$ cat config.mk
export PLATFORM = sky130hd
export DESIGN_NAME = xor_float32_stream_decoder
export DESIGN_NICKNAME = d
export VERILOG_FILES = /design/src/design/xfsd_pkg.sv /design/src/design/xor_float32_stream_decoder.sv /design/src/design/xfsd_ctrl.sv /design/src/design/xfsd_dp.sv
export SDC_FILE = /design/constraint.sdc
export NUM_CORES = 1
export LEC_CHECK = 0
export BUFFER_PORTS_ARGS = -buffer_cell sky130_fd_sc_hd__buf_4
export CAP_MARGIN = 40
export CORE_MARGIN = 8
export CORE_UTILIZATION = 38
export CTS_BUF_LIST = sky130_fd_sc_hd__clkbuf_16
export DETAILED_ROUTE_END_ITERATION = 7
export GPL_TIMING_DRIVEN = 0
export SLEW_MARGIN = 15
export SYNTH_ARGS = -nofsm -noshare
export SYNTH_HDL_FRONTEND = slang
export SYNTH_SLANG_ARGS = --single-unit
$ cat constraint.sdc
create_clock -name aclk -period 9.1 [get_ports aclk]
set_clock_uncertainty 0.15 [all_clocks]
set_input_delay 1.365 -clock aclk [delete_from_list [all_inputs] [get_ports aclk]]
set_output_delay 1.365 -clock aclk [all_outputs]
set_load 0.05 [all_outputs]
$ cat src/design/xfsd_pkg.sv
// Shared types, constants and helper functions for the XOR float32 stream decoder.
// Used by the controller, the datapath and the top level; depends on nothing else.
package xfsd_pkg;

    localparam int BYTE_BITS     = 8;
    localparam int WORD_BITS     = 32;
    localparam int ENTRY_BITS    = 5;
    localparam int COUNT_BITS    = 4;
    localparam int IDX_BITS      = 3;
    localparam int TABLE_ENTRIES = 16;

    localparam logic [WORD_BITS-1:0] END_MARKER = 32'h7fc0_0000;

    // Commands from the controller to the datapath.
    typedef struct packed {
        logic load;   // take a new byte from the input channel
        logic step;   // parse the next compressed bit
        logic flush;  // close the byte: release the held result as last of run
    } xfsd_cmd_t;

    // Status from the datapath to the controller.
    typedef struct packed {
        logic room;        // a new result can be produced without loss
        logic parse_done;  // end marker seen, remaining bits are ignored
    } xfsd_status_t;

    // Bits needed to index a table of n entries (n from 1 to 16).
    function automatic logic [IDX_BITS-1:0] index_width(input logic [COUNT_BITS:0] n);
        logic [IDX_BITS-1:0] w;
        if (n <= 5'd1) begin
            w = 3'd0;
        end else if (n <= 5'd2) begin
            w = 3'd1;
        end else if (n <= 5'd4) begin
            w = 3'd2;
        end else if (n <= 5'd8) begin
            w = 3'd3;
        end else begin
            w = 3'd4;
        end
        return w;
    endfunction

    // Number of centre bits for a window; zero once the window covers the word.
    function automatic logic [5:0] centre_width(input logic [ENTRY_BITS-1:0] lead,
                                                input logic [ENTRY_BITS-1:0] trail);
        logic [5:0] sum;
        sum = {1'b0, lead} + {1'b0, trail};
        return (sum >= 6'd32) ? 6'd0 : 6'd32 - sum;
    endfunction

endpackage

$ cat src/design/xor_float32_stream_decoder.sv
// Top level of the XOR float32 stream decoder: joins the bit sequencing
// controller (xfsd_ctrl) and the parsing datapath (xfsd_dp); uses xfsd_pkg.
//
//  Channel  Dir  Handshake            Payload
//  s_       in   s_tvalid / s_tready  s_tdata = data_byte, s_tuser = block_start
//  m_       out  m_tvalid / m_tready  m_tdata = float_bits, m_tuser = block_end,
//                                     m_tlast = last_of_run
//
// Each accepted byte is parsed one compressed bit per clock while the parser is
// not halted, most significant bit first; after its eight bits comes a closing
// cycle in which the next byte can already be accepted.
// The closing cycle marks the last result of the byte; results are held in a
// one-entry hold register ahead of the output register.
// Once the end marker is decoded the remaining bits are skipped, so such a byte
// closes early. The parser halts on any bit, and the closing cycle waits, only
// while the output register still holds an untaken word and another result is
// already waiting in the hold register.
// Reset is synchronous and active low; it clears both tables, the index
// widths, the window and the previous value, and puts the parser at the header.
module xor_float32_stream_decoder #(
    parameter int TABLE_ENTRIES = xfsd_pkg::TABLE_ENTRIES
) (
    input  logic        aclk,
    input  logic        aresetn,
    input  logic        s_tvalid,
    output logic        s_tready,
    input  logic [7:0]  s_tdata,   // [7:0] data_byte
    input  logic        s_tuser,   // [0] block_start
    output logic        m_tvalid,
    input  logic        m_tready,
    output logic [31:0] m_tdata,   // [31:0] float_bits
    output logic        m_tuser,   // [0] block_end
    output logic        m_tlast
);

    // The controller only knows about bit timing; all decoding state sits in
    // the datapath, which reports whether a result can be taken and whether
    // the block has ended.
    xfsd_pkg::xfsd_cmd_t    cmd;
    xfsd_pkg::xfsd_status_t status;

    xfsd_ctrl u_ctrl (
        .aclk     (aclk),
        .aresetn  (aresetn),
        .s_tvalid (s_tvalid),
        .s_tready (s_tready),
        .status   (status),
        .cmd      (cmd)
    );

    xfsd_dp #(
        .TABLE_ENTRIES (TABLE_ENTRIES)
    ) u_dp (
        .aclk     (aclk),
        .aresetn  (aresetn),
        .cmd      (cmd),
        .status   (status),
        .s_tdata  (s_tdata),
        .s_tuser  (s_tuser),
        .m_tvalid (m_tvalid),
        .m_tready (m_tready),
        .m_tdata  (m_tdata),
        .m_tuser  (m_tuser),
        .m_tlast  (m_tlast)
    );

endmodule

$ cat src/design/xfsd_ctrl.sv
// Controller of the XOR float32 stream decoder: sequences the bits of each byte.
// Depends on xfsd_pkg for the command and status types.
module xfsd_ctrl (
    input  logic                 aclk,
    input  logic                 aresetn,
    input  logic                 s_tvalid,
    output logic                 s_tready,
    input  xfsd_pkg::xfsd_status_t status,
    output xfsd_pkg::xfsd_cmd_t  cmd
);

    localparam int CNT_W = $clog2(xfsd_pkg::BYTE_BITS);

    typedef enum logic [2:0] {
        ST_IDLE  = 3'b001,
        ST_BITS  = 3'b010,
        ST_FLUSH = 3'b100
    } ctrl_state_t;

    ctrl_state_t      state_reg, state_next;
    logic [CNT_W-1:0] bits_left_reg, bits_left_next;
    logic             accept;

    always_comb begin
        state_next     = state_reg;
        bits_left_next = bits_left_reg;
        cmd            = '0;
        s_tready       = 1'b0;
        case (state_reg)
            ST_IDLE: begin
                s_tready = 1'b1;
            end
            ST_BITS: begin
                if (status.parse_done) begin
                    state_next = ST_FLUSH;
                end else if (status.room) begin
                    cmd.step = 1'b1;
                    if (bits_left_reg == '0) begin
                        state_next = ST_FLUSH;
                    end else begin
                        bits_left_next = bits_left_reg - 1'b1;
                    end
                end
            end
            ST_FLUSH: begin
                if (status.room) begin
                    cmd.flush  = 1'b1;
                    s_tready   = 1'b1;
                    state_next = ST_IDLE;
                end
            end
            default: begin
                state_next = ST_IDLE;
            end
        endcase
        accept   = s_tvalid && s_tready;
        cmd.load = accept;
        if (accept) begin
            state_next     = ST_BITS;
            bits_left_next = CNT_W'(xfsd_pkg::BYTE_BITS - 1);
        end
    end

    always_ff @(posedge aclk) begin
        if (!aresetn) begin
            state_reg     <= ST_IDLE;
            bits_left_reg <= '0;
        end else begin
            state_reg     <= state_next;
            bits_left_reg <= bits_left_next;
        end
    end

    a_step_only_in_bits: assert property (@(posedge aclk) disable iff (!aresetn)
        cmd.step |-> state_reg == ST_BITS && status.room)
        else $error("bit step issued outside the bit phase or without room");

    a_load_starts_bits: assert property (@(posedge aclk) disable iff (!aresetn)
        cmd.load |=> state_reg == ST_BITS
                     && bits_left_reg == CNT_W'(xfsd_pkg::BYTE_BITS - 1))
        else $error("accepted word did not start a full bit sequence");

    a_no_step_with_flush: assert property (@(posedge aclk) disable iff (!aresetn)
        !(cmd.step && (cmd.flush || cmd.load)))
        else $error("bit step overlaps a flush or a load");

endmodule

$ cat src/design/xfsd_dp.sv
// Datapath of the XOR float32 stream decoder: bit parser, tables, value state
// and the result hold and output registers. Depends on xfsd_pkg.
module xfsd_dp #(
    parameter int TABLE_ENTRIES = xfsd_pkg::TABLE_ENTRIES
) (
    input  logic                   aclk,
    input  logic                   aresetn,
    input  xfsd_pkg::xfsd_cmd_t    cmd,
    output xfsd_pkg::xfsd_status_t status,
    input  logic [7:0]             s_tdata,
    input  logic                   s_tuser,
    output logic                   m_tvalid,
    input  logic                   m_tready,
    output logic [31:0]            m_tdata,
    output logic                   m_tuser,
    output logic                   m_tlast
);

    localparam int EB     = xfsd_pkg::ENTRY_BITS;
    localparam int CB     = xfsd_pkg::COUNT_BITS;
    localparam int IB     = xfsd_pkg::IDX_BITS;
    localparam int WB     = xfsd_pkg::WORD_BITS;
    localparam int TIDX_W = $clog2(TABLE_ENTRIES);

    typedef enum logic [10:0] {
        PH_EQ     = 11'b000_0000_0001,
        PH_UPD    = 11'b000_0000_0010,
        PH_LCNT   = 11'b000_0000_0100,
        PH_LENT   = 11'b000_0000_1000,
        PH_TCNT   = 11'b000_0001_0000,
        PH_TENT   = 11'b000_0010_0000,
        PH_CTRL1  = 11'b000_0100_0000,
        PH_CTRL2  = 11'b000_1000_0000,
        PH_IDX    = 11'b001_0000_0000,
        PH_CENTRE = 11'b010_0000_0000,
        PH_DONE   = 11'b100_0000_0000
    } phase_t;

    phase_t          phase_reg, phase_next;
    logic [EB-1:0]   lt_reg [TABLE_ENTRIES];
    logic [EB-1:0]   lt_next [TABLE_ENTRIES];
    logic [EB-1:0]   tt_reg [TABLE_ENTRIES];
    logic [EB-1:0]   tt_next [TABLE_ENTRIES];
    logic [IB-1:0]   lib_reg, lib_next, tib_reg, tib_next;
    logic            eq_reg, eq_next;
    logic [WB-1:0]   prev_reg, prev_next;
    logic [EB-1:0]   wl_reg, wl_next, wt_reg, wt_next;
    logic [WB-1:0]   fs_reg, fs_next;
    logic [5:0]      fc_reg, fc_next;
    logic [CB:0]     tpos_reg, tpos_next, tlen_reg, tlen_next;
    logic [7:0]      byte_reg, byte_next;

    logic            pend_valid_reg, pend_valid_next;
    logic [WB-1:0]   pend_bits_reg, pend_bits_next;
    logic            pend_end_reg, pend_end_next;
    logic            out_valid_reg, out_valid_next;
    logic [WB-1:0]   out_bits_reg, out_bits_next;
    logic            out_end_reg, out_end_next;
    logic            out_last_reg, out_last_next;

    logic            b;
    logic [WB-1:0]   fs_sh;
    logic [5:0]      fc_inc;
    logic [3:0]      idx_sum;
    logic [7:0]      idx_src;
    logic [3:0]      lead_idx, trail_idx;
    logic [EB-1:0]   new_wl, new_wt, sel_wl, sel_wt;
    logic [CB:0]     cnt_n;
    logic            do_emit, do_start_centre, do_start_index, do_finish;
    logic [WB-1:0]   emit_val;
    logic            out_free;
    logic            move;

    assign b        = byte_reg[7];
    assign fs_sh    = {fs_reg[WB-2:0], b};
    assign fc_inc   = fc_reg + 6'd1;
    assign idx_sum  = {1'b0, lib_reg} + {1'b0, tib_reg};
    assign out_free = !out_valid_reg || m_tready;

    assign status.room       = !pend_valid_reg || out_free;
    assign status.parse_done = (phase_reg == PH_DONE);

    // Table index pair: leading index above, trailing index in the low bits.
    assign idx_src   = (phase_reg == PH_IDX) ? fs_sh[7:0] : 8'd0;
    assign lead_idx  = 4'(idx_src >> tib_reg);
    assign trail_idx = 4'(idx_src & 8'((9'd1 << tib_reg) - 9'd1));
    assign new_wl    = ({1'b0, lead_idx} < 5'(TABLE_ENTRIES))
                       ? lt_reg[lead_idx[TIDX_W-1:0]] : '0;
    assign new_wt    = ({1'b0, trail_idx} < 5'(TABLE_ENTRIES))
                       ? tt_reg[trail_idx[TIDX_W-1:0]] : '0;
    assign cnt_n     = (fs_sh[CB-1:0] == '0) ? 5'd16 : {1'b0, fs_sh[CB-1:0]};

    always_comb begin
        phase_next      = phase_reg;
        lt_next         = lt_reg;
        tt_next         = tt_reg;
        lib_next        = lib_reg;
        tib_next        = tib_reg;
        eq_next         = eq_reg;
        prev_next       = prev_reg;
        wl_next         = wl_reg;
        wt_next         = wt_reg;
        fs_next         = fs_reg;
        fc_next         = fc_reg;
        tpos_next       = tpos_reg;
        tlen_next       = tlen_reg;
        byte_next       = byte_reg;
        do_emit         = 1'b0;
        do_start_centre = 1'b0;
        do_start_index  = 1'b0;
        do_finish       = 1'b0;
        emit_val        = prev_reg;
        sel_wl          = wl_reg;
        sel_wt          = wt_reg;

        if (cmd.load) begin
            byte_next = s_tdata;
            if (s_tuser) begin
                phase_next = PH_EQ;
                fs_next    = '0;
                fc_next    = '0;
                tpos_next  = '0;
                tlen_next  = '0;
            end
        end else if (cmd.step) begin
            byte_next = {byte_reg[6:0], 1'b0};
            case (phase_reg)
                PH_EQ: begin
                    eq_next    = b;
                    phase_next = PH_UPD;
                end
                PH_UPD: begin
                    fs_next    = '0;
                    fc_next    = '0;
                    phase_next = b ? PH_LCNT : PH_CTRL1;
                end
                PH_LCNT, PH_TCNT: begin
                    fs_next = fs_sh;
                    fc_next = fc_inc;
                    if (fc_inc == 6'(CB)) begin
                        // A table load clears every entry before refilling it.
                        if (phase_reg == PH_LCNT) begin
                            lib_next = xfsd_pkg::index_width(cnt_n);
                            for (int i = 0; i < TABLE_ENTRIES; i++) begin
                                lt_next[i] = '0;
                            end
                            phase_next = PH_LENT;
                        end else begin
                            tib_next = xfsd_pkg::index_width(cnt_n);
                            for (int i = 0; i < TABLE_ENTRIES; i++) begin
                                tt_next[i] = '0;
                            end
                            phase_next = PH_TENT;
                        end
                        tlen_next = cnt_n;
                        tpos_next = '0;
                        fs_next   = '0;
                        fc_next   = '0;
                    end
                end
                PH_LENT, PH_TENT: begin
                    fs_next = fs_sh;
                    fc_next = fc_inc;
                    if (fc_inc == 6'(EB)) begin
                        // Entries past the table depth are read and dropped.
                        if (tpos_reg < 5'(TABLE_ENTRIES)) begin
                            if (phase_reg == PH_LENT) begin
                                lt_next[tpos_reg[TIDX_W-1:0]] = fs_sh[EB-1:0];
                            end else begin
                                tt_next[tpos_reg[TIDX_W-1:0]] = fs_sh[EB-1:0];
                            end
                        end
                        tpos_next = tpos_reg + 5'd1;
                        fs_next   = '0;
                        fc_next   = '0;
                        if (tpos_reg + 5'd1 >= tlen_reg) begin
                            phase_next = (phase_reg == PH_LENT) ? PH_TCNT : PH_CTRL1;
                        end
                    end
                end
                PH_CTRL1: begin
                    if (b) begin
                        if (eq_reg) begin
                            do_emit = 1'b1;
                        end else begin
                            do_start_centre = 1'b1;
                        end
                    end else begin
                        phase_next = PH_CTRL2;
                    end
                end
                PH_CTRL2: begin
                    if (eq_reg) begin
                        if (b) begin
                            do_start_centre = 1'b1;
                        end else begin
                            do_start_index = 1'b1;
                        end
                    end else begin
                        if (b) begin
                            do_emit = 1'b1;
                        end else begin
                            do_start_index = 1'b1;
                        end
                    end
                end
                PH_IDX: begin
                    fs_next = fs_sh;
                    fc_next = fc_inc;
                    if (fc_inc >= {2'b00, idx_sum}) begin
                        do_finish = 1'b1;
                    end
                end
                PH_CENTRE: begin
                    fs_next = fs_sh;
                    fc_next = fc_inc;
                    if (fc_inc >= xfsd_pkg::centre_width(wl_reg, wt_reg)) begin
                        do_emit  = 1'b1;
                        emit_val = prev_reg ^ (fs_sh << wt_reg);
                    end
                end
                default: begin
                    phase_next = PH_DONE;
                end
            endcase

            if (do_start_index) begin
                fs_next = '0;
                fc_next = '0;
                if (idx_sum == '0) begin
                    do_finish = 1'b1;
                end else begin
                    phase_next = PH_IDX;
                end
            end
            if (do_finish) begin
                wl_next         = new_wl;
                wt_next         = new_wt;
                sel_wl          = new_wl;
                sel_wt          = new_wt;
                do_start_centre = 1'b1;
            end
            if (do_start_centre) begin
                fs_next = '0;
                fc_next = '0;
                // A window that covers the whole word leaves the value unchanged.
                if (xfsd_pkg::centre_width(sel_wl, sel_wt) == '0) begin
                    do_emit = 1'b1;
                end else begin
                    phase_next = PH_CENTRE;
                end
            end
            if (do_emit) begin
                if (emit_val == xfsd_pkg::END_MARKER) begin
                    phase_next = PH_DONE;
                end else begin
                    prev_next  = emit_val;
                    phase_next = PH_CTRL1;
                end
            end
        end
    end

    // A new result waits in the hold register so that the last one of a byte
    // can be marked once the byte is finished.
    always_comb begin
        pend_valid_next = pend_valid_reg;
        pend_bits_next  = pend_bits_reg;
        pend_end_next   = pend_end_reg;
        out_valid_next  = out_valid_reg && !m_tready;
        out_bits_next   = out_bits_reg;
        out_end_next    = out_end_reg;
        out_last_next   = out_last_reg;
        move            = (cmd.step && do_emit && pend_valid_reg)
                          || (cmd.flush && pend_valid_reg);
        if (move) begin
            out_valid_next = 1'b1;
            out_bits_next  = pend_bits_reg;
            out_end_next   = pend_end_reg;
            out_last_next  = cmd.flush;
        end
        if (cmd.flush) begin
            pend_valid_next = 1'b0;
        end
        if (cmd.step && do_emit) begin
            pend_valid_next = 1'b1;
            pend_end_next   = (emit_val == xfsd_pkg::END_MARKER);
            pend_bits_next  = pend_end_next ? '0 : emit_val;
        end
    end

    always_ff @(posedge aclk) begin
        if (!aresetn) begin
            phase_reg      <= PH_EQ;
            lib_reg        <= '0;
            tib_reg        <= '0;
            eq_reg         <= 1'b0;
            prev_reg       <= '0;
            wl_reg         <= '0;
            wt_reg         <= '0;
            fs_reg         <= '0;
            fc_reg         <= '0;
            tpos_reg       <= '0;
            tlen_reg       <= '0;
            pend_valid_reg <= 1'b0;
            out_valid_reg  <= 1'b0;
            for (int i = 0; i < TABLE_ENTRIES; i++) begin
                lt_reg[i] <= '0;
                tt_reg[i] <= '0;
            end
        end else begin
            phase_reg      <= phase_next;
            lib_reg        <= lib_next;
            tib_reg        <= tib_next;
            eq_reg         <= eq_next;
            prev_reg       <= prev_next;
            wl_reg         <= wl_next;
            wt_reg         <= wt_next;
            fs_reg         <= fs_next;
            fc_reg         <= fc_next;
            tpos_reg       <= tpos_next;
            tlen_reg       <= tlen_next;
            pend_valid_reg <= pend_valid_next;
            out_valid_reg  <= out_valid_next;
            lt_reg         <= lt_next;
            tt_reg         <= tt_next;
        end
    end

    always_ff @(posedge aclk) begin
        byte_reg      <= byte_next;
        pend_bits_reg <= pend_bits_next;
        pend_end_reg  <= pend_end_next;
        out_bits_reg  <= out_bits_next;
        out_end_reg   <= out_end_next;
        out_last_reg  <= out_last_next;
    end

    assign m_tvalid = out_valid_reg;
    assign m_tdata  = out_bits_reg;
    assign m_tuser  = out_end_reg;
    assign m_tlast  = out_last_reg;

    a_no_overwrite: assert property (@(posedge aclk) disable iff (!aresetn)
        move |-> !out_valid_reg || m_tready)
        else $error("result moved into an output register still waiting");

    a_end_word_zero: assert property (@(posedge aclk) disable iff (!aresetn)
        out_valid_reg && out_end_reg |-> out_bits_reg == '0)
        else $error("end marker result carries nonzero bits");

    a_field_count_bound: assert property (@(posedge aclk) disable iff (!aresetn)
        fc_reg <= 6'd32)
        else $error("field bit count ran past a full word");

    a_end_stops_parse: assert property (@(posedge aclk) disable iff (!aresetn)
        cmd.step && do_emit && emit_val == xfsd_pkg::END_MARKER
        |=> phase_reg == PH_DONE && pend_valid_reg && pend_end_reg)
        else $error("end marker did not stop the parser");

endmodule

==> Word-level counts from Yosys, hierarchy flattened <==
Index checks and enable logic that the tools add are counted.
{ "word_totals": {"regBits": 350, "inputBits": 13, "output_inout_bits": 36, "word_cells": 306} }
{ "classes": {"addsub": 9, "order_cmp": 14, "n_eq_ne": 37, "shifts": 3, "n_mux": 135, "bitwise_logic": 10, "reduce_logical": 44} }
{ "op_table": {"columns": ["cell", "n"], "rows": [
  ["$mux W80", 10],
  ["$pmux W80 S2", 2],
  ["$mux W31", 7],
  ["$mux W32", 6],
  ["$bwmux W80", 2],
  ["$mux W11", 13],
  ["$pmux W31 S4", 1],
  ["$mux W5", 21],
  ["$pmux W11 S6", 1],
  ["$eq A32 B31 Y1 const B", 2],
  ["$mux W6", 10],
  ["$bmux W5 S4", 2],
  ["$mux W3", 13],
  ["$mux W1", 34],
  ["$shl A32 B5 Y32", 1],
  ["$xor A32 B32 Y32", 1],
  ["$mux W8", 3],
  ["$pmux W6 S4", 1],
  ["$demux W5 S4", 1],
  ["$reduce_and A4 Y1", 5],
  ["$ne A2 B1 Y1 const B", 8],
  ["$reduce_and A8 Y1", 2],
  ["$ge A5 B5 Y1 const B", 3],
  ["$not A4 Y5", 3],
  ["61 further kinds", 100]
]} }

==> Logic depth before layout (Yosys ltp) <==
Gate-level depths: netlist of run 1.
{ "logic_depth": {"depth_word": 28, "mapped_depth": 30, "depth_no_buf": 24} }

==> Modules after synthesis <==
Synthesis of run 1 repeated with hierarchy kept, for this count alone.
{ "unflattened": {"cells_unflattened": 2298, "hier_area_um2": 20009.2} }
{ "by_module_without_submodules": {"columns": ["module", "n_inst", "cells_per_inst", "area_per_inst_um2", "seq_area_each_um2"], "rows": [
  ["xfsd_dp", 1, 2258, 19653.8, 7637.3],
  ["xfsd_ctrl", 1, 40, 355.3, 120.1]
]} }

==> Worst setup path before layout of run 1 <==
No wires, ideal clock.
{ "synth_timing": {"path_type": "register -> register", "start": "register u_dp.phase_reg[2]", "end": "register u_dp.out_bits_reg[0], in the netlist u_dp.m_tdata[0] (enable)", "setup_ps": 394, "t_arrival_ps": 6712, "required_time_ps": 8556, "path_slack_ps": 1844, "path_stages_with_launch": 25, "n_path_buf": 6, "period_less_slack_ps": 7256, "path_cell_list": "dfxtp_1 -> buf_6 -> or4_4 -> buf_6 -> nor4_1 -> and3_1 -> clkbuf_1 -> buf_1 -> buf_2 -> mux2_2 -> o211ai_1 -> o211ai_1 -> a31o_2 -> ha_1 -> inv_1 -> fa_1 -> ha_1 -> a211oi_1 -> nand4_1 -> o21ai_0 -> a2111oi_0 -> o21ai_1 -> and2_1 -> buf_2 -> o21a_1"} }
{ "synth_via": {"elab_chain_len": 23, "word_cells_on_any_way": 51, "classes_between": "add/sub: 2; order compare: 1; eq/ne: 5; shift: 1; mux: 35; bitwise: 3; reduce/logical: 4"} }
{ "synth_rtl": {"columns": ["element", "line_no", "text"], "rows": [
  ["from (decl)", "xfsd_dp.sv:39", "phase_t phase_reg, phase_next;"],
  ["from (signal assigned)", "xfsd_dp.sv:312", "phase_reg <= phase_next;"],
  ["$eq A11 B9 Y1 or $eq A11 B8 Y1 (tied branches)", "xfsd_dp.sv:84, xfsd_dp.sv:127", null],
  ["$mux W8 or $mux W1 (tied branches)", "xfsd_dp.sv:84, xfsd_dp.sv:127", null],
  ["$shr A8 B3 Y4, or another cell as far along", "xfsd_dp.sv:85", "assign lead_idx = 4'(idx_src >> tib_reg);"],
  ["$not A4 Y5 (implied by the code), or another cell as far along", "xfsd_dp.sv:88", "? lt_reg[lead_idx[TIDX_W-1:0]] : '0;"],
  ["$bmux W5 S4, or another cell as far along", "xfsd_dp.sv:88", null],
  ["$mux W5 (implied by the code), or another cell as far along (2 in series)", "xfsd_dp.sv:88", null],
  ["$mux W5, on equally long branches", null, null],
  ["$mux W5", "xfsd_dp.sv:125", "end else if (cmd.step) begin"],
  ["[6 not listed]", null, null],
  ["$mux W1", "xfsd_dp.sv:243", "if (do_start_centre) begin"],
  ["$mux W1", "xfsd_dp.sv:125", null],
  ["$mux W1", "xfsd_dp.sv:116", "if (cmd.load) begin"],
  ["$mux W1", "xfsd_dp.sv:125", null],
  ["$mux W1", "xfsd_dp.sv:116", null],
  ["$logic_and A1 B1 Y1 (*) (2 in series)", "xfsd_dp.sv:274", "move = (cmd.step && do_emit && pend_valid_reg)"],
  ["$logic_or A1 B1 Y1 (*)", "xfsd_dp.sv:275", "|| (cmd.flush && pend_valid_reg);"],
  ["net u_dp.move", "xfsd_dp.sv:72", "logic move;"],
  ["to (signal assigned)", "xfsd_dp.sv:334", "out_bits_reg <= out_bits_next;"],
  ["to (decl)", "xfsd_dp.sv:57", "logic [WB-1:0] out_bits_reg, out_bits_next;"]
]} }
Mark *: on every way through the listed nets, which the timed path passes. The rest lies on a longest branch. The select of a mux whose other input is x is not followed.
A chain may end at the register's enable or synchronous reset.

==> Worst setup path after layout of run 1 <==
{ "layout_timing": {"start": "register u_dp.phase_reg[0]", "end": "register u_dp.prev_reg[25]"} }
{ "layout_via": {"elab_chain_len": 19, "word_cells_on_any_way": 52, "classes_between": "add/sub: 2; order compare: 1; eq/ne: 6; shift: 1; mux: 36; bitwise: 4; reduce/logical: 2"} }
{ "layout_rtl": {"columns": ["element", "line_no", "text"], "rows": [
  ["$eq A11 B9 Y1 or $eq A11 B8 Y1 (tied branches)", "xfsd_dp.sv:84, xfsd_dp.sv:127", null],
  ["$mux W8 or $mux W1 (tied branches)", "xfsd_dp.sv:84, xfsd_dp.sv:127", null],
  ["$shr A8 B3 Y4, or another cell as far along", "xfsd_dp.sv:85", null],
  ["$not A4 Y5 (implied by the code), or another cell as far along", "xfsd_dp.sv:88", null],
  ["$bmux W5 S4, or another cell as far along", "xfsd_dp.sv:88", null],
  ["$mux W5 (implied by the code), or another cell as far along (2 in series)", "xfsd_dp.sv:88", null],
  ["$mux W5, on equally long branches", null, null],
  ["$mux W5", "xfsd_dp.sv:125", null],
  ["[2 not listed]", null, null],
  ["$sub A6 B6 Y6 or $ge A6 B6 Y1 (tied branches)", "xfsd_pkg.sv:49", "return (sum >= 6'd32) ? 6'd0 : 6'd32 - sum;"],
  ["$mux W6", "xfsd_pkg.sv:49", null],
  ["$logic_not A6 Y1", "xfsd_dp.sv:247", "if (xfsd_pkg::centre_width(sel_wl, sel_wt) == '0) begin"],
  ["$mux W1", "xfsd_dp.sv:247", null],
  ["$mux W1", "xfsd_dp.sv:243", null],
  ["$mux W1", "xfsd_dp.sv:125", null],
  ["$mux W1", "xfsd_dp.sv:116", null],
  ["$reduce_and A4 Y1 (no source line)", null, null],
  ["to (signal assigned)", "xfsd_dp.sv:316", "prev_reg <= prev_next;"],
  ["to (decl)", "xfsd_dp.sv:46", "logic [WB-1:0] prev_reg, prev_next;"]
]} }
Several ways; a longest one is shown, not always the timed one. The select of a mux whose other input is x is not followed.

==> results of run 1 <==
-- cell families (layout without fill, tap and decap cells) --
| family | after synthesis | count (layout) | share of synthesized area |
|---|---|---|---|
| multiplexers | 193 | 193 | 0.118 |
| flip-flops | 350 | 350 | 0.378 |
| AO/OA/AOI/OAI | 649 | 649 | 0.198 |
| buffers and inverters | 253 | 392 | 0.0504 |
| adder cells (fa/ha/maj) | 43 | 43 | 0.0273 |
| AND/OR/NAND/NOR | 839 | 839 | 0.201 |
| XOR/XNOR | 62 | 62 | 0.0264 |
-- critical path, delay by kind of cell (launching register included) --
kind	cells	cell delay (ps)
mux	3	630
compound gates	9	1950
simple gates	5	1770
fa+ha+maj	3	990
buf+inv	9	2390
flops	1	380
-- final timing paths --
path | slack (ps) | to | cells after the start
max | 700 | u_dp.prev_reg[25] | 29
min | 260 | u_dp.m_tdata[1] | 0
max reg2reg | 700 | u_dp.prev_reg[25] | 29
min reg2reg | 260 | u_dp.m_tdata[1] | 0
-- per-layer routing --
| layer | up-vias | part of all wire | track usage |
|---|---|---|---|
| met5 | - | 0 | 0 |
| met4 | 0 | 0.051 | 0.108 |
| met3 | 196 | 0.068 | 0.0339 |
| met2 | 794 | 0.47 | 0.360 |
| met1 | 9204 | 0.41 | 0.263 |
| li1 | 8937 | - | - |
-- Yosys cell counts, drive strengths merged (32+ instances only) --
| library cell | count | area share |
|---|---|---|
| dfxtp | 275 | 0.27 |
| nor2 | 272 | 0.050 |
| nand2 | 215 | 0.039 |
| a21oi | 179 | 0.044 |
| o21ai | 165 | 0.041 |
| clkbuf | 164 | 0.030 |
| a22oi | 122 | 0.045 |
| mux2i | 109 | 0.053 |
| edfxtp | 75 | 0.11 |
| nand3 | 54 | 0.013 |
| inv | 53 | 0.0097 |
| and2 | 51 | 0.016 |
| mux2 | 49 | 0.027 |
| a211oi | 45 | 0.016 |
| ha | 40 | 0.024 |
| nor2b | 37 | 0.011 |
| buf | 35 | 0.011 |
| mux4 | 35 | 0.038 |
| xnor2 | 35 | 0.015 |
| nor3 | 32 | 0.0080 |
-- metrics by stage --
stage               setup slack [ps]  std cells  utilization
floorplan                       1840       2389            -
global placement                -905       3133        0.406
detailed placement               229       3146        0.409
CTS                              162       3221        0.436
global route                     121       3224        0.436
finish                           697       3224        0.436
-- final cells by class --
cell class	instances	area share
plain buffers	199	0.0359
clock buffers	42	0.0449
clock inverters	33	0.0159
inverters	54	0.00867
multi-input cells	1786	0.504
flip-flops and latches	350	0.332
well taps	696	0.0372
repair buffers	64	0.0219
-- power groups by stage --
stage                     combinational (mW)  sequential [mW]  clock [mW]
after floorplan                       0.0995             1.63           0
after global placement                 0.151             1.63           0
after detailed placement               0.156             1.63           0
after CTS                              0.156             1.59        1.78
after global routing                   0.171             1.59        1.84
final                                  0.158             1.59        1.75
-- repair_timing --
item / 4_1_cts / 5_1_grt
endpoints found under the setup margin: 0 / 31
hold endpoints to repair: 0 / 0
resized for setup: 0 / 11
==> impl_metrics.toml, run 1 <==
[timing]
fmax_mhz = 119
final_hold_viol_count = 0
min_period_ps = 8400
hold_ws_ps = 262
drv_slew = 0
max_slew_margin = 0.314
finalSetupTns_ps = 0
worst_pin_slew_ps = 1000
rsz0062_at_grt = "false"
setup_viol = 0
period_share = 0.923

[routing]
drc = 0
routedWlPerCell_um = 21.4
routed_wl_um = 69000
num_vias = 19131
drt_first_pass_iters = 5
vias_per_cell = 5.93
drt_iter0_markers = 1586
ant_nets = 0

[setup_path]
rr_startpoint = "u_dp.phase_reg[0]"
cp_common_cell = "clkbuf_1"
max_stage_delay_ps = 560
required_ps = 9420
arrival_ps = 8720
worstSetupStartpoint = "u_dp.phase_reg[0]"
cp_slowest_cell = "fa_1"
end_kind = "flip-flop"
crit_fanout = 20
startpoint_type = "flip-flop"
crit_type = "flip-flop to flip-flop"

[layout]
postLayoutCellArea_um2 = 23400
diodes = 0
layout_commonest_cell = "dfxtp_1"
nNetsFinal = 2552
drive_gt1_frac = 0.106
nFillCells = 5348
multiInputGateArea_um2 = 11800
regArea_um2 = 7760
final_cell_mix = "dfxtp_1, nor2_1, nand2_1"
syn2layout_area_growth_pct = 13.9

[grt]
grt_pass1_wl_um = 107000
grt-ovfl-total = 0
grt_max_degree = 35
gr-usage-all-layers = 0.213
grt_pass1_vias = 18652
antenna_found_initial = 0

[pwr]
pwr-share-comb = 0.045
seqPwrFrac = 0.455
vdd_drop_max_mv = 0.142
total_power_mw = 3.50
p_sw_uw = 805
powerDensity_nw_per_um2 = 150
switching_share = 0.230
internal_power_mw = 2.70
leakagePower_nw = 7.91
p_clk_frac = 0.500

[floorplanning]
die_h_um = 248
initial_core_util = 0.383
die_x_um = 248
rows = 85
core_region_area_um2 = 53600
ios = 49
die_area_um2 = 61700

[synthesis]
syn_area_um2 = 20500
yosysWarnings = 0
ys_seq_area_frac = 0.378
syn_nets = 2445
synth.avg_cell_area_um2 = 8.60
synth_cell_types = 85
ys.flop_type = "dfxtp_1"
synthCells = 2389
synth_edf_count = 75
synth-seq-cells = 350
synthArstFlopShare = 0

[clock_tree]
path_clk_slew_ps = 70
htree_levels = 2
cts_buffer_depth = 3
hold_buffers = 0
clockRootBuffer = "clkbuf_16"
cts_tree = "done"
clk_latency_ps = 590
cts-buffers-inserted = 41
cts_sinks = 350
postCtsSetupBuffers = 0

[placement]
place_congestion = 0.992
io_buffers = 48
post_dp_cell_area_um2 = 21900
dp_hpwl_um = 51500

[run]
drv_cap = 0

[min_path]
min_path_type = "flip-flop to flip-flop"
worstHoldStart = "u_dp.pend_bits_reg[1]"

[status]
status = "finished clean"
(Power assumes the default switching activity.)
==> run 2: changes to the inputs <==
--- a/config.mk
+++ b/config.mk
@@ -10,5 +10,5 @@
 export CORE_MARGIN = 8
 export CORE_UTILIZATION = 38
-export CTS_BUF_LIST = sky130_fd_sc_hd__clkbuf_16
+export CTS_BUF_LIST = sky130_fd_sc_hd__clkbuf_4 sky130_fd_sc_hd__clkbuf_8
 export DETAILED_ROUTE_END_ITERATION = 7
 export GPL_TIMING_DRIVEN = 0
--- a/constraint.sdc
+++ b/constraint.sdc
@@ -3,3 +3,3 @@
 set_input_delay 1.365 -clock aclk [delete_from_list [all_inputs] [get_ports aclk]]
 set_output_delay 1.365 -clock aclk [all_outputs]
-set_load 0.05 [all_outputs]
+set_load 0.005 [all_outputs]
==> impl_metrics.toml, run 2 (synthesized netlist as in run 1, its figures left out) <==
[setup_path]
end_kind = "flip-flop"
max_stage_delay_ps = 560
crit_fanout = 20
rr_worst_depth = 29
cp_slowest_cell = "fa_1"
startpoint_type = "flip-flop"
arrival_ps = 8920
crit_type = "flip-flop to flip-flop"
required_ps = 9530

[clock_tree]
htree_levels = 2
path_clk_slew_ps = 80
clockRootBuffer = "clkbuf_8"
cts_tree = "done"
postCtsSetupBuffers = 0
clk_latency_ps = 680
cts-buffers-inserted = 61
hold_buffers = 0
cts_buffer_depth = 3
cts_sinks = 350

[pwr]
seqPwrFrac = 0.480
p_sw_uw = 802
vdd_drop_max_mv = 0.156
total_power_mw = 3.32
switching_share = 0.241
leakagePower_nw = 7.89
p_clk_frac = 0.473
pwr-share-comb = 0.047
powerDensity_nw_per_um2 = 143
internal_power_mw = 2.52

[layout]
utilization = 0.435
drive_gt1_frac = 0.124
diodes = 0
final_cell_mix = "dfxtp_1, nor2_1, nand2_1"
syn2layout_area_growth_pct = 13.4
nFillCells = 5365
layout_commonest_cell = "dfxtp_1"
nNetsFinal = 2572

[floorplanning]
ios = 49
rows = 85
die_area_um2 = 61700
die_h_um = 248
initial_core_util = 0.383
die_x_um = 248
core_region_area_um2 = 53600

[placement]
place_congestion = 0.992
io_buffers = 48
dp_hpwl_um = 51500

[timing]
final_hold_viol_count = 0
min_period_ps = 8490
worst_pin_slew_ps = 1020
fmax_mhz = 118
drv_slew = 0
period_share = 0.933
max_slew_margin = 0.322
setup_viol = 0
hold_ws_ps = 262
rsz0062_at_grt = "false"
finalSetupTns_ps = 0

[grt]
grt_pass1_vias = 18700
antenna_found_initial = 0
grt_pass1_wl_um = 107000
grt_max_degree = 35
grt-ovfl-total = 0
gr-usage-all-layers = 0.214

[min_path]
min_path_cells = 0
min_path_type = "flip-flop to flip-flop"

[routing]
vias_per_cell = 5.90
routed_wl_um = 69000
ant_nets = 0
drc = 0
drt_first_pass_iters = 5
routedWlPerCell_um = 21.2
drt_iter0_markers = 1622
num_vias = 19239

[run]
drv_cap = 0

[status]
status = "finished clean"
-- run 2: worst paths after layout --
kind / endpoint / from / slack (ps)
worst min register to register: u_dp.m_tdata[1] / u_dp.pend_bits_reg[1] / 260
worst max-delay path: u_dp.prev_reg[27] / u_dp.phase_reg[0] / 610
worst max register to register: u_dp.prev_reg[27] / u_dp.phase_reg[0] / 610
worst min-delay path: u_dp.m_tdata[1] / u_dp.pend_bits_reg[1] / 260
-- run 2: critical path, delay by kind of cell (launching register included) --
family | cells | cell delay (ps)
and+or+nand+nor | 5 | 1870
buffers and inverters | 9 | 2520
DFF | 1 | 380
AOI/OAI and AO/OA | 9 | 1840
adders and majority gates | 3 | 990
muxes | 3 | 620
-- run 2: power by group through the flow --
| stage | sequential, mW | clock, mW | combinational (mW) |
|---|---|---|---|
| after global placement | 1.63 | 0 | 0.149 |
| after floorplan | 1.63 | 0 | 0.0976 |
| after global routing | 1.59 | 1.67 | 0.169 |
| after CTS | 1.59 | 1.61 | 0.154 |
| after detailed placement | 1.63 | 0 | 0.154 |
| final | 1.59 | 1.57 | 0.156 |
-- run 2: cell type report --
class | instances | area (um2) | share of cell area
Multi-Input combinational cell | 1786 | 11800 | 0.506
Sequential cell | 350 | 7760 | 0.333
Clock buffer | 96 | 1200 | 0.0514
Tap cell | 696 | 871 | 0.0374
Buffer | 199 | 837 | 0.0359
Timing Repair Buffer | 64 | 513 | 0.0220
Inverter | 54 | 203 | 0.00870
Clock inverter | 14 | 131 | 0.00564
-- run 2: per-layer routing --
layer,GRT usage,part of all wire
met1,0.263,0.41
met2,0.359,0.47
met3,0.0360,0.071
met4,0.105,0.050
met5,0,0
-- run 2: repair_timing --
| action | in CTS | in global routing |
|---|---|---|
| endpoints found under the setup margin | 0 | 30 |
| resized for setup | 0 | 10 |
| hold endpoints to repair | 0 | 0 |
-- run 2: stage by stage --
stage	instance area [um2]	instances	worst slack (ps)
after floorplan	20500	2389	1840
after global placement	21800	3133	-905
after detailed placement	21900	3146	229
after CTS	23300	3256	207
after global routing	23300	3259	5.51
final	23300	3259	606
==> run 3: changes to the inputs <==
--- a/config.mk
+++ b/config.mk
@@ -12,5 +12,4 @@
 export CTS_BUF_LIST = sky130_fd_sc_hd__clkbuf_4 sky130_fd_sc_hd__clkbuf_8
 export DETAILED_ROUTE_END_ITERATION = 7
-export GPL_TIMING_DRIVEN = 0
 export SLEW_MARGIN = 15
 export SYNTH_ARGS = -nofsm -noshare
==> constraint.sdc (replaced) <==
create_clock -name aclk -period 9.1 [get_ports aclk]
set_clock_uncertainty 0.15 [all_clocks]
set_input_delay 1.82 -clock aclk [delete_from_list [all_inputs] [get_ports aclk]]
set_output_delay 1.82 -clock aclk [all_outputs]
set_load 0.005 [all_outputs]
==> impl_metrics.toml, run 3 (synthesized netlist as in run 1, its figures left out) <==
[status]
status = "finished clean"

[clock_tree]
clk_latency_ps = 690
cts_buffer_depth = 3
cts-buffers-inserted = 61
cts_tree = "done"
clockRootBuffer = "clkbuf_8"
cts_sinks = 350
postCtsSetupBuffers = 0
htree_levels = 2
cts_resized = 0
path_clk_slew_ps = 60
hold_buffers = 0

[routing]
drt_iter0_markers = 1621
num_vias = 18247
routed_wl_um = 62400
ant_nets = 0
routedWlPerCell_um = 20.1
vias_per_cell = 5.88
drt_first_pass_iters = 5
drc = 0

[min_path]
min_path_type = "flip-flop to flip-flop"

[setup_path]
startpoint_type = "flip-flop"
arrival_ps = 7860
required_ps = 9440
crit_type = "flip-flop to flip-flop"
end_kind = "flip-flop"
crit_fanout = 45

[pwr]
seqPwrFrac = 0.481
pwr-share-comb = 0.044
vdd_drop_max_mv = 0.110
total_power_mw = 3.31
internal_power_mw = 2.51
switching_share = 0.241
p_sw_uw = 799
p_clk_frac = 0.476
powerDensity_nw_per_um2 = 145
leakagePower_nw = 7.74

[timing]
fmax_mhz = 133
worst_pin_slew_ps = 890
drv_slew = 0
setup_viol = 0
rsz0062_at_grt = "false"
max_slew_margin = 0.407
final_hold_viol_count = 0
finalSetupTns_ps = 0
period_share = 0.826
min_period_ps = 7520
hold_ws_ps = 264

[floorplanning]
die_area_um2 = 61700
rows = 85
die_h_um = 248
core_region_area_um2 = 53600
ios = 49
initial_core_util = 0.383
die_x_um = 248

[layout]
diodes = 0
layout.cells.non_filler = 3103
nNetsFinal = 2411
utilization = 0.426
syn2layout_area_growth_pct = 11.1
layout_commonest_cell = "dfxtp_1"
drive_gt1_frac = 0.141
final_cell_mix = "dfxtp_1, nor2_1, nand2_1"
nFillCells = 5301

[grt]
grt_pass1_wl_um = 98500
grt-ovfl-total = 0
gr-usage-all-layers = 0.192
antenna_found_initial = 0
grt_max_degree = 102
grt_pass1_vias = 17564

[placement]
io_buffers = 48
dp_hpwl_um = 43300
placedCellCount = 2986
place_congestion = 0.946

[run]
drv_cap = 0
-- run 3: cell types whose count changed in the layout (fill, tap and decap cells not counted), sizes merged --
cell / before / now
clkinv: 11 / 16
clkdlybuf4s18: 2 / 0
buf: 94 / 101
inv: 54 / 55
clkinvlp: 1 / 2
clkbuf: 262 / 94
-- run 3: area by class of cell --
type,instances,area [um2],share of cell area
clock buffer,94,1170,0.0512
clock inverter,21,184,0.00806
inverter,54,208,0.00910
multi-input combinational,1786,11800,0.517
sequential,350,7760,0.340
tap,696,871,0.0382
timing repair buffer,102,831,0.0364
-- run 3: per-stage QoR --
stage / area (um2) / worst slack (ps)
detailed placement: 21400 / 1260
CTS: 22800 / 1230
floorplan: 20500 / 1840
global placement: 21300 / 1290
global route: 22800 / 960
finish: 22800 / 1580
-- run 3: routing by layer --
layer / vias to the layer above / wire length, um / global-route usage
met2: 577 / 29500 / 0.319
met1: 8867 / 27300 / 0.247
met5: - / 0 / 0
met4: 0 / 2330 / 0.0808
li1: 8681 / - / -
met3: 122 / 3290 / 0.0286
-- run 3: worst max-delay path: stages, from the launching register on --
cell       delay, ps
dfxtp_1          700
ha_1             270
inv_1             60
fa_1             450
ha_1             300
a21o_1           160
a21o_1           180
a2111oi_0        570
o21ai_2          140
buf_8            190
nor2_1           120
a31o_2           150
ha_1             160
inv_1             60
fa_1             490
ha_1             200
nand3b_1          70
o21ai_0          110
nand4_1          120
o21ai_0          100
a2111oi_0        760
o21ai_1          210
and2_2           410
buf_16           230
o21ai_2          120
buf_4            430
nor3_1           140
a211oi_1         240
-- run 3: power by group through the flow --
stage	logic, mW	registers, mW	clock network (mW)
after detailed placement	0.142	1.63	0
after CTS	0.143	1.59	1.61
after global placement	0.139	1.63	0
after global routing	0.158	1.59	1.69
after floorplan	0.0976	1.63	0
final	0.144	1.59	1.57
-- run 3: path summary, 6_finish.rpt --
check | from | end | slack, ps | depth (start not counted)
hold reg to reg | u_dp.pend_bits_reg[12] | u_dp.m_tdata[12] | 260 | 0
setup reg to reg | u_dp.tib_reg[0] | u_dp.pend_bits_reg[23] | 1580 | 27
setup / recovery | u_dp.tib_reg[0] | u_dp.pend_bits_reg[23] | 1580 | 27
hold / removal | u_dp.pend_bits_reg[12] | u_dp.m_tdata[12] | 260 | 0
